--- src/hdl/otf_pkg.sv ---
// Shared types and constants for the Otsu threshold finder.
package otf_pkg;

    localparam int NUM_BINS = 256;
    localparam int BIN_W    = 8;

    // Datapath commands issued by the controller.
    typedef enum logic [3:0] {
        OP_NONE,
        OP_READ,
        OP_ACC,
        OP_MUL_TN,
        OP_P1_MUL_NS,
        OP_DIFF,
        OP_MUL_DD,
        OP_NUM_MUL_DEN,
        OP_DEN,
        OP_MUL_LHS,
        OP_LHS_MUL_RHS,
        OP_TAKE,
        OP_NEXT_BIN,
        OP_FINISH
    } t_op;

    // Status flags reported by the datapath.
    typedef struct packed {
        logic mul_busy;
        logic skip;
        logic diff_zero;
        logic first;
        logic better;
        logic last_bin;
        logic out_busy;
    } t_dp_status;

endpackage

--- src/hdl/otf_ctrl.sv ---
// Controller that sequences the pixel phase and the per-bin score sweep.
module otf_ctrl
    import otf_pkg::*;
(
    input  logic       i_clk,
    input  logic       i_rst_n,
    input  logic       i_accept_last,
    input  t_dp_status i_status,
    output t_op        o_op,
    output logic       o_idle
);

    typedef enum logic [3:0] {
        S_IDLE,
        S_FLUSH,
        S_READ,
        S_ACC,
        S_CHK,
        S_W1,
        S_W2,
        S_DZ,
        S_W3,
        S_W4,
        S_CMP,
        S_W5,
        S_W6,
        S_NEXT,
        S_DONE
    } t_state;

    t_state r_state;
    t_state n_state;

    // Next state and command decode.
    always_comb begin
        n_state = r_state;
        o_op    = OP_NONE;
        unique case (r_state)
            S_IDLE:  if (i_accept_last) n_state = S_FLUSH;
            S_FLUSH: n_state = S_READ;
            S_READ: begin
                o_op    = OP_READ;
                n_state = S_ACC;
            end
            S_ACC: begin
                o_op    = OP_ACC;
                n_state = S_CHK;
            end
            S_CHK: begin
                if (i_status.skip) begin
                    n_state = S_NEXT;
                end else begin
                    o_op    = OP_MUL_TN;
                    n_state = S_W1;
                end
            end
            S_W1: begin
                if (!i_status.mul_busy) begin
                    o_op    = OP_P1_MUL_NS;
                    n_state = S_W2;
                end
            end
            S_W2: begin
                if (!i_status.mul_busy) begin
                    o_op    = OP_DIFF;
                    n_state = S_DZ;
                end
            end
            S_DZ: begin
                if (i_status.diff_zero) begin
                    n_state = S_NEXT;
                end else begin
                    o_op    = OP_MUL_DD;
                    n_state = S_W3;
                end
            end
            S_W3: begin
                if (!i_status.mul_busy) begin
                    o_op    = OP_NUM_MUL_DEN;
                    n_state = S_W4;
                end
            end
            S_W4: begin
                if (!i_status.mul_busy) begin
                    o_op    = OP_DEN;
                    n_state = S_CMP;
                end
            end
            S_CMP: begin
                if (i_status.first) begin
                    o_op    = OP_TAKE;
                    n_state = S_NEXT;
                end else begin
                    o_op    = OP_MUL_LHS;
                    n_state = S_W5;
                end
            end
            S_W5: begin
                if (!i_status.mul_busy) begin
                    o_op    = OP_LHS_MUL_RHS;
                    n_state = S_W6;
                end
            end
            S_W6: begin
                if (!i_status.mul_busy) begin
                    if (i_status.better) begin
                        o_op = OP_TAKE;
                    end
                    n_state = S_NEXT;
                end
            end
            S_NEXT: begin
                if (i_status.last_bin) begin
                    n_state = S_DONE;
                end else begin
                    o_op    = OP_NEXT_BIN;
                    n_state = S_READ;
                end
            end
            S_DONE: begin
                if (!i_status.out_busy) begin
                    o_op    = OP_FINISH;
                    n_state = S_IDLE;
                end
            end
            default: n_state = S_IDLE;
        endcase
    end

    // State register.
    always_ff @(posedge i_clk) begin
        if (!i_rst_n) begin
            r_state <= S_IDLE;
        end else begin
            r_state <= n_state;
        end
    end

    assign o_idle = (r_state == S_IDLE);

endmodule

--- config.mk ---
export PLATFORM = sky130hd
export DESIGN_NAME = otf_ctrl
export DESIGN_NICKNAME = d
export VERILOG_FILES = /design/src/hdl/otf_pkg.sv /design/src/hdl/otf_ctrl.sv
export SDC_FILE = /design/constraint.sdc
export NUM_CORES = 1
export LEC_CHECK = 0
export BUFFER_PORTS_ARGS = -buffer_cell sky130_fd_sc_hd__buf_2
export CAP_MARGIN = 0
export CORE_AREA = 4 4 41 43
export DETAILED_ROUTE_END_ITERATION = 8
export DIE_AREA = 0 0 45 47
export PLACE_DENSITY_LB_ADDON = 0.15
export SYNTH_ARGS = -nofsm -noshare
export SYNTH_HDL_FRONTEND = slang
export SYNTH_SLANG_ARGS = --single-unit
--- constraint.sdc ---
create_clock -name i_clk -period 1.59 [get_ports i_clk]
set_input_delay 0 -clock i_clk [delete_from_list [all_inputs] [get_ports i_clk]]
set_output_delay 0 -clock i_clk [all_outputs]
set_load 0.005 [all_outputs]
# Word-level counts from Yosys, hierarchy flattened
# Index checks and enable logic that the tools add are counted.
[word_totals] register_bits=4 elab_cells=51 in_bits=10 output_inout_bits=5
[classes] n_mux=26 n_reduce_logical=2 n_eq_ne=22
[ops] op="$mux 4" count=16
[ops] op="$pmux 4 s15" count=1
[ops] op="$pmux 4 s13" count=1
[ops] op="$eq 4x4->1 const B" count=7
[ops] op="$mux 3" count=6
[ops] op="$eq 4x3->1 const B" count=4
[ops] op="$ne 2x2->1 const B" count=8
[ops] op="$eq 4x2->1 const B" count=2
[ops] op="$reduce_and 8->1" count=1
[ops] op="$eq 4x1->1 const B" count=1
[ops] op="$logic_not 4->1" count=1
[ops] op="$mux 2" count=2

# Longest topological paths before layout
# Gate-level depths: netlist of run 1.
[depth] ltp_word=3 depth_mapped=7 depth_no_buf=5

# Worst setup path after synthesis of run 1
# OpenSTA, ideal clock, no wires.
[synth_path] kind="reg-to-reg" from="reg r_state[1]" to="reg r_state[3]" period_less_slack_ns=1.552 stages_incl_launch_ff=7 path_slack_ns=0.038 t_arrival_ns=1.473 setup_ns=0.079 n_path_buf=1 required_time_ns=1.511 path_cell_list="dfxtp_1 -> buf_6 -> nand2b_1 -> mux4_2 -> o21bai_4 -> a221oi_2 -> a211oi_2"
[synth_between] elab_chain_cells=3 elab_cells_between_ends=25 classes_between="eq/ne (22); mux (1); reduce/logical (2)"
[synth_lines] element="start, declared" line_no="otf_ctrl.sv:31" source="t_state r_state;"
[synth_lines] element="start signal, assigned" line_no="otf_ctrl.sv:135" source="r_state <= n_state;"
[synth_lines] element="$eq 4x3->1 (tied with other cells)" line_no="otf_ctrl.sv:38" source="unique case (r_state)"
[synth_lines] element="$ne 2x2->1 (no source line)"
[synth_lines] element="$reduce_and 8->1 (no source line)"
# Parallel ways exist; a longest one is shown, timed or not.
# A chain may end at the register's enable or synchronous reset.

# Worst setup path in the final report of run 1
[layout_path] from="reg r_state[2]" to="reg r_state[1]"
# Same word-level chain as after synthesis.

==> key figures, run 1 <==
STA
  • Fin crit share: 0.9560
  • Final setup violation count: 0
  • Min Tclk post-route: 1.520 ns
  • Worst hold margin: 0.04937 ns
  • Clk_skew: 0.001960 ns
  • Final Hold Vio Count: 0
  • Fmax: 657.9 MHz
  • Least-Margin Pin Slew: 0.2621 ns
  • Max_slew headroom: 0.8237
  • Final Max Tran Viols: 0

Logic synthesis
  • Post-synthesis mux area share: 0.04186
  • Top FF cell, synth: dfxtp_1
  • #FFs+latches synth: 4
  • Post-Synthesis Cells: 80
  • Post-Synth XOR/XNOR Area: 0
  • Ys async rst share: 0
  • Seq/Total Area, Yosys: 0.1488
  • Post-synthesis adder-cell area fraction: 0
  • Mapped Area: 538.0 um2
  • Simple-gate area share of the yosys netlist: 0.2791
  • Number of synthesized flops with an enable pin: 0
  • Library cells used by synthesis: 32
  • Syn Area/Cell: 6.725 um2
  • Compound-Gate Fraction of Synth Area: 0.4279
  • Syn_nets: 90
  • YS warnings: 0
  • Largest family of logic cells by synthesized area: compound AO/OA/AOI/OAI gates

Drt
  • Drt via density: 5.852
  • Routed len/inst: 13.23 um
  • Overall routed net length: 1522 um
  • DRC: 0
  • DRT iter0 DRCs: 23
  • DR vias: 673
  • Detailed Routing Iterations Pass 1: 4
  • Final ANT Viol Nets: 0

Critical path
  • Arr. time, crit path: 1.67 ns
  • CP max-delay cell: mux4_2
  • Crit start category: register
  • Worst Path Required: 1.74 ns
  • Largest fanout on the critical path: 9
  • CP top delay family: multiplexers
  • CP Cell Sequence: buf_6, mux4_2, o21bai_4, o21ai_1, a21oi_1
  • Worst Setup End Kind: register
  • Critical Path Source: r_state[2]$_SDFFE_PN0P_
  • Worst path max stage delay: 0.52 ns
  • Critical path buffers and inverters: 1
  • Reg-to-reg critical path startpoint: r_state[2]$_SDFFE_PN0P_
  • Crit path kind: reg -> reg

Cells and area
  • # fillers: 138
  • Layout area overhead: 37.44%
  • Most flop-heavy register: r_state
  • Post-route cell area: 739.5 um2
  • Util after Layout: 0.5683
  • Multi-input logic area: 416.7 um2
  • Register area: 88.84 um2
  • Top flop regs: r_state (4)
  • Finished Layout Cells: 115
  • Antenna diodes: 0
  • Max reg flops: 4
  • Final-stage net count: 112
  • Layout cells sized above 1: 0.3700

Clock tree
  • Maximum buffer depth of the clock tree: 2
  • # H-tree levels: 1
  • Postcts setup bufs: 0
  • CTS sink cnt: 4
  • CTS clk-pin slew, worst paths: 0.04 ns
  • Worst skew pair latency: 0.23 ns
  • CTS tree: done
  • CTS buffer count: 3
  • Post-CTS Hold Buffers: 0
  • Clk root buf: clkbuf_4

Die
  • Die Ht: 47 um
  • Die area: 2115 um2
  • Row Count: 13
  • Die width: 45 um
  • Initial core utilization: 0.4135
  • Core ar.: 1301 um2
  • I/O pins: 15

Global routing
  • First-pass GRT wire length: 2456 um
  • Initial antenna violation count: 0
  • Vias in the first global route: 597
  • Grt ovf: 0
  • Largest net degree at the start of global routing: 21
  • GRT Total Usage: 0.1494

Flow run
  • Max_cap viols: 0

Power
  • Pleak: 0.3091 nW
  • Pwr Total: 1.289 mW
  • PD cells: 1743 nW/um2
  • Max IR drop VDD: 541.1 uV

Min path
  • Hold/Removal Path Class: in -> reg
  • Min-delay src: i_rst_n

Placed design
  • Global placer's final weighted congestion: 0.8200
  • Post-DP HPWL: 1132 um
  • DP Cell Count: 111
  • PortBufs: 14
  • Dpl cell area: 654.4 um2

Outcome
  • Status: finished clean
cell usage after synthesis, types with 2 or more instances:
cell      n  area (um2)
a21oi_1   9       45.04
buf_2     2       10.01
clkbuf_1  3       11.26
dfxtp_1   4       80.08
inv_1     4       15.01
nand2_1   8       30.03
nand2b_1  3       18.77
nand3_1   3       15.01
nor2_1    9       33.78
nor2b_1   2       12.51
nor4_1    2       12.51
o211ai_1  2       15.01
o21ai_0   4       20.02
o21ai_1   4       20.02
o22ai_1   4       25.02
worst reg2reg max path: cells and delay by family (launching register included):
kind                   cells  cell delay (ns)
muxes                      1             0.52
buffers and inverters      1             0.14
DFF                        1             0.36
AOI/OAI and AO/OA          3             0.43
layer usage:
layer / wire length, um / part of all wire / vias to the layer above / track usage
met5: 0 / 0 / - / 0
met4: 0 / 0 / 0 / 0.005848
met3: 115 / 0.076 / 0 / 0.02682
met2: 748 / 0.49 / 33 / 0.2684
met1: 658 / 0.43 / 302 / 0.1959
li1: - / - / 338 / -
layout by cell type (no fill, tap or decap), types with 2 or more instances in the layout:
master / count
nand2b_1: 2
a21oi_1: 8
dfxtp_4: 2
clkbuf_4: 3
nand2_1: 8
buf_2: 14
o21ai_1: 4
o22ai_1: 4
o211ai_1: 2
inv_1: 4
o21ai_0: 4
nor2_1: 9
nand3_1: 3
buf_4: 6
buf_6: 2
nor4_1: 2
layout make-up:
type                            count  area share
Clock buffer                        3     0.03046
Inverter                            4     0.02030
Timing Repair Buffer               24      0.2403
Sequential cell                     4      0.1201
Tap cell                           15     0.02538
Multi-Input combinational cell     65      0.5635
per-stage QoR:
step	setup WS [ns]	setup TNS, ns
final	0.06997	0
after global placement	0.04194	0
after CTS	0.01822	0
after floorplan	0.03797	0
after detailed placement	0.04796	0
after global routing	-0.02019	-0.02019
kinds of logic (layout without fill, tap and decap cells):
family | after synthesis | count (layout)
DFF | 4 | 4
muxes | 1 | 1
AOI/OAI and AO/OA | 33 | 33
and+or+nand+nor | 31 | 31
buffers and inverters | 11 | 31
worst paths after layout:
path                            cells after the start                      end  slack [ns]
worst max-delay path                                5  r_state[1]$_SDFFE_PN0P_        0.07
worst max register to register                      5  r_state[1]$_SDFFE_PN0P_        0.07
worst min register to register                      3  r_state[1]$_SDFFE_PN0P_        0.64
worst min-delay path                                2  r_state[0]$_SDFFE_PN0P_        0.05
power by group:
part	switching [mW]	internal, mW	total [mW]	leakage, nW
clock	0.0360	0.0841	0.120	0.0138
combinational	0.480	0.486	0.966	0.261
sequential	0.0515	0.151	0.203	0.0346
total	0.568	0.721	1.29	0.309
timing repair:
item                                    CTS  global route
pin swaps                                 0             4
endpoints found under the setup margin    1             6
gates resized for setup                   2            10
gates cloned                              0             1
(Power assumes the default switching activity.)
==> run 2, diff against run 1 <==
Settings changed: MAX_ROUTING_LAYER from default to met4.
Clock period 1.59 ns to 1.7 ns, I/O delays scaled along.
==> run 2 against run 1 <==
Highest routed layer is now met4. Critical path type unchanged. First-iteration DRC count is 83% lower. Sequential share of layout area down 0.16 points. Sequential power shrank 19%. Total power decreased by 15%.
==> key figures, run 2 (same netlist as run 1, synthesis figures left out) <==
STA
  • RSZ-0062 raised after global routing: false
  • Fin crit share: 0.9248
  • Setup TNS: 0 ns
  • Fmax: 636.1 MHz
  • Final Hold Vio Count: 0
  • Max_slew headroom: 0.8319
  • Final Max Tran Viols: 0
  • Min Tclk post-route: 1.572 ns
  • Clk_skew: 0.003083 ns
  • Least-Margin Pin Slew: 0.2496 ns
  • Worst hold margin: 0.04745 ns
  • Final setup violation count: 0

Cells and area
  • Commonest non-fill, non-tap cell in the layout: buf_2
  • # fillers: 155
  • Multi-input logic area: 405.4 um2
  • Top flop regs: r_state (4)
  • Antenna diodes: 0
  • Layout area overhead: 25.58%
  • Most flop-heavy register: r_state
  • Max reg flops: 4
  • Register area: 80.08 um2
  • Most frequent cells in the layout: 14 x buf_2, 9 x nor2_1, 9 x a21oi_1
  • Post-route cell area: 675.6 um2
  • Final-stage net count: 110
  • Layout cells sized above 1: 0.3061

Critical path
  • CP max-delay cell: or4_1
  • CP Cell Sequence: or4_1, a21oi_1, o21bai_4, a221oi_2, a211oi_2
  • Worst path max stage delay: 0.51 ns
  • Crit path kind: reg -> reg
  • Worst Setup End Kind: register
  • Crit start category: register
  • Arr. time, crit path: 1.72 ns
  • Largest fanout on the critical path: 5
  • Worst Path Required: 1.85 ns

Clock tree
  • Clk root buf: clkbuf_4
  • CTS clk-pin slew, worst paths: 0.04 ns
  • CTS tree: done
  • Worst skew pair latency: 0.23 ns
  • CTS buffer count: 3
  • Maximum buffer depth of the clock tree: 2
  • # H-tree levels: 1
  • Postcts setup bufs: 0
  • PostCTS Resize Cnt: 0
  • CTS sink cnt: 4
  • Post-CTS Hold Buffers: 0

Placed design
  • Post-DP HPWL: 1105 um
  • PortBufs: 14
  • Dpl cell area: 646.9 um2
  • Global placer's final weighted congestion: 0.8336

Drt
  • Final ANT Viol Nets: 0
  • DRC: 0
  • DRT iter0 DRCs: 4
  • Overall routed net length: 1425 um
  • DR vias: 629
  • Routed len/inst: 12.61 um
  • Drt via density: 5.566
  • Detailed Routing Iterations Pass 1: 4

Die
  • Die area: 2115 um2
  • I/O pins: 15
  • Core ar.: 1301 um2
  • Row Count: 13
  • Initial core utilization: 0.4135
  • Die Ht: 47 um
  • Die width: 45 um

Global routing
  • Initial antenna violation count: 0
  • Vias in the first global route: 573
  • Grt ovf: 0
  • First-pass GRT wire length: 2394 um
  • Largest net degree at the start of global routing: 21
  • GRT Total Usage: 0.1542

Outcome
  • Status: finished clean

Power
  • Max IR drop VDD: 659.9 uV
  • Pwr Total: 1.091 mW
  • Pleak: 0.2866 nW
  • PD cells: 1614 nW/um2

Flow run
  • Max_cap viols: 0

Min path
  • Hold/Removal Path Class: in -> reg
[run 2: worst max-delay path: cells and delay by family (launching register included)]
| family | cells | cell delay [ns] |
|---|---|---|
| AOI/OAI and AO/OA | 4 | 0.65 |
| DFF | 1 | 0.34 |
| and+or+nand+nor | 1 | 0.51 |
[run 2: final timing paths]
| check | from | to | slack (ns) | cells after the start |
|---|---|---|---|---|
| max | r_state[2]$_SDFFE_PN0P_ | r_state[3]$_SDFFE_PN0P_ | 0.13 | 5 |
| min | i_rst_n | r_state[0]$_SDFFE_PN0P_ | 0.05 | 2 |
| min reg2reg | r_state[0]$_SDFFE_PN0P_ | r_state[1]$_SDFFE_PN0P_ | 0.69 | 3 |
| max reg2reg | r_state[2]$_SDFFE_PN0P_ | r_state[3]$_SDFFE_PN0P_ | 0.13 | 5 |
[run 2: final cells by class]
class                           count  area share
Clock buffer                        3     0.03333
Inverter                            4     0.02222
Multi-Input combinational cell     65      0.6000
Sequential cell                     4      0.1185
Tap cell                           15     0.02778
Timing Repair Buffer               22      0.1981
[run 2: per-layer routing]
layer,wire length (um),up-vias,track usage
met5,0,-,-
met4,14,0,0.02924
met3,60,2,0.04215
met2,648,13,0.2401
met1,702,282,0.2000
li1,-,332,-
[run 2: through the flow]
stage / cells / util / worst slack (ns)
after floorplan: 80 / - / 0.1480
after global placement: 110 / 0.4971 / 0.1438
after detailed placement: 110 / 0.4971 / 0.1475
after CTS: 113 / 0.5144 / 0.07472
after global routing: 113 / 0.5192 / 0.01986
final: 113 / 0.5192 / 0.1278
[run 2: where the power goes]
group,leakage [nW],switching (mW),internal [mW]
registers,0.0329,0.0330,0.131
logic,0.240,0.433,0.380
clock network,0.0138,0.0352,0.0787
==> run 3, diff against run 2 <==
Settings changed: PLACE_DENSITY_LB_ADDON 0.15 to default.
==> run 3 against run 2 <==
Via count grew 4.3%. Core utilization shrank 0.096 points. Setup slack lost 0.039 ns. Global-route usage grew 0.19 points. Register-to-register slack lost 0.04 ns. Combinational power is essentially flat. Routed wire length grew 5.9%. Clock skew grew 0.0030 ns. Count of clock-buffer cells in the layout is the same. Design area shrank 0.19%. Hold slack is essentially flat. Highest routed layer is now met3.
==> key figures, run 3 (same netlist as run 1, synthesis figures left out) <==
Critical path
  • Worst Path Required: 1.85 ns
  • Critical R2R Capture: r_state[3]$_SDFFE_PN0P_
  • CP max-delay cell: mux4_2
  • Crit path to: r_state[3]$_SDFFE_PN0P_
  • Crit path kind: reg -> reg
  • Critical Path Source: r_state[2]$_SDFFE_PN0P_
  • Reg-to-reg critical path startpoint: r_state[2]$_SDFFE_PN0P_
  • Largest fanout on the critical path: 13
  • Worst Setup End Kind: register
  • CP Cell Sequence: buf_4, mux4_2, o21bai_4, a221oi_2, a211oi_2
  • Crit start category: register
  • FF-to-FF setup slack: 0.09 ns
  • Arr. time, crit path: 1.77 ns
  • Worst path max stage delay: 0.53 ns
  • Worst r2r path cells: 5

Power
  • Pleak: 0.2863 nW
  • PD cells: 1631 nW/um2
  • Max IR drop VDD: 615.6 uV

STA
  • Setup TNS: 0 ns
  • Max_slew headroom: 0.8316
  • Min Tclk post-route: 1.612 ns
  • Fmax: 620.5 MHz
  • Fin crit share: 0.9480
  • RSZ-0062 raised after global routing: false
  • Least-Margin Pin Slew: 0.2505 ns
  • Worst hold margin: 0.04764 ns
  • Clk_skew: 0.006075 ns
  • Final Hold Vio Count: 0
  • Final setup violation count: 0
  • Final Max Tran Viols: 0

Cells and area
  • Final-stage net count: 110
  • Most flop-heavy register: r_state
  • Commonest non-fill, non-tap cell in the layout: buf_2
  • Layout cells sized above 1: 0.3163
  • Layout area overhead: 25.35%
  • Max reg flops: 4
  • Top flop regs: r_state (4)
  • Antenna diodes: 0
  • Register area: 81.33 um2
  • # fillers: 129
  • Multi-input logic area: 405.4 um2
  • Util after Layout: 0.5183
  • Most frequent cells in the layout: 15 x buf_2, 9 x nor2_1, 9 x a21oi_1

Flow run
  • Max_cap viols: 0

Global routing
  • First-pass GRT wire length: 2373 um
  • Vias in the first global route: 543
  • GRT Total Usage: 0.1560
  • Largest net degree at the start of global routing: 21
  • Initial antenna violation count: 0
  • Grt ovf: 0

Min path
  • Hold/Removal Path Class: in -> reg

Drt
  • DRT iter0 DRCs: 26
  • DR vias: 656
  • Overall routed net length: 1509 um
  • DRC: 0
  • Routed len/inst: 13.35 um
  • Detailed Routing Iterations Pass 1: 4
  • Final ANT Viol Nets: 0
  • Drt via density: 5.805

Clock tree
  • Post-CTS Hold Buffers: 0
  • Worst skew pair latency: 0.23 ns
  • CTS buffer count: 3
  • Maximum buffer depth of the clock tree: 2
  • Clk root buf: clkbuf_4
  • CTS sink cnt: 4
  • CTS clk-pin slew, worst paths: 0.04 ns
  • CTS tree: done
  • # H-tree levels: 1

Die
  • Die width: 45 um
  • Die area: 2115 um2
  • Core ar.: 1301 um2
  • Row Count: 13
  • Initial core utilization: 0.4135
  • I/O pins: 15
  • Die Ht: 47 um

Outcome
  • Status: finished clean

Placed design
  • Post-DP HPWL: 1076 um
  • Global placer's final weighted congestion: 0.8356
  • PortBufs: 14
-- run 3: cell counts in the layout (fill, tap and decap cells not counted) --
Identical to the previous run, type by type.
-- run 3: area by class of cell --
cell class | count | share of cell area
sequential | 4 | 0.1206
inverter | 4 | 0.02226
clock buffer | 3 | 0.03340
multi-input combinational | 65 | 0.6011
tap | 15 | 0.02783
timing repair buffer | 22 | 0.1948
-- run 3: per-layer routing --
metal  part of all wire  track usage
met4                  0      0.05263
met2               0.46       0.2316
met5                  0            -
met1               0.47       0.2146
met3              0.073      0.02299
-- run 3: per-stage QoR --
step / cell area, um2 / worst slack (ns) / std cells / power, mW
2_1_floorplan: 538.0 / 0.1480 / 80 / 0.7426
3_3_place_gp: 639.4 / 0.1335 / 109 / 0.9593
3_5_place_dp: 639.4 / 0.1107 / 109 / 0.9499
4_1_cts: 661.9 / 0.05467 / 112 / 1.067
5_1_grt: 674.4 / 0.001241 / 113 / 1.209
6_report: 674.4 / 0.08833 / 113 / 1.100
-- run 3: report_power, final --
group          switching, mW  internal [mW]
Sequential            0.0391          0.133
Combinational          0.439          0.373
Clock                 0.0363         0.0788
Total                  0.515          0.585
-- run 3: how the worst min path moves through the flow --
stage / from / to / slack (ns) / cells past startpoint
6_report: i_rst_n / r_state[0]$_SDFFE_PN0P_ / 0.05 / 2
3_3_place_gp: i_rst_n / r_state[0]$_SDFFE_PN0P_ / 0.29 / 2
2_1_floorplan: i_rst_n / r_state[0]$_SDFFE_PN0P_ / 0.13 / 1
4_1_cts: i_rst_n / r_state[0]$_SDFFE_PN0P_ / 0.05 / 2
3_5_place_dp: i_rst_n / r_state[0]$_SDFFE_PN0P_ / 0.29 / 2
5_1_grt: i_rst_n / r_state[0]$_SDFFE_PN0P_ / 0.04 / 2
-- run 3: timing repair --
item / CTS / global route
resized for setup: 0 / 3
setup endpoints to repair: 0 / 2
buffers inserted: 0 / 0
-- run 3: worst max-delay path: cells and delay by family, from the launching register on --
kind | cells | cell delay, ns
AOI/OAI and AO/OA | 3 | 0.44
DFF | 1 | 0.36
buffers and inverters | 1 | 0.20
muxes | 1 | 0.53
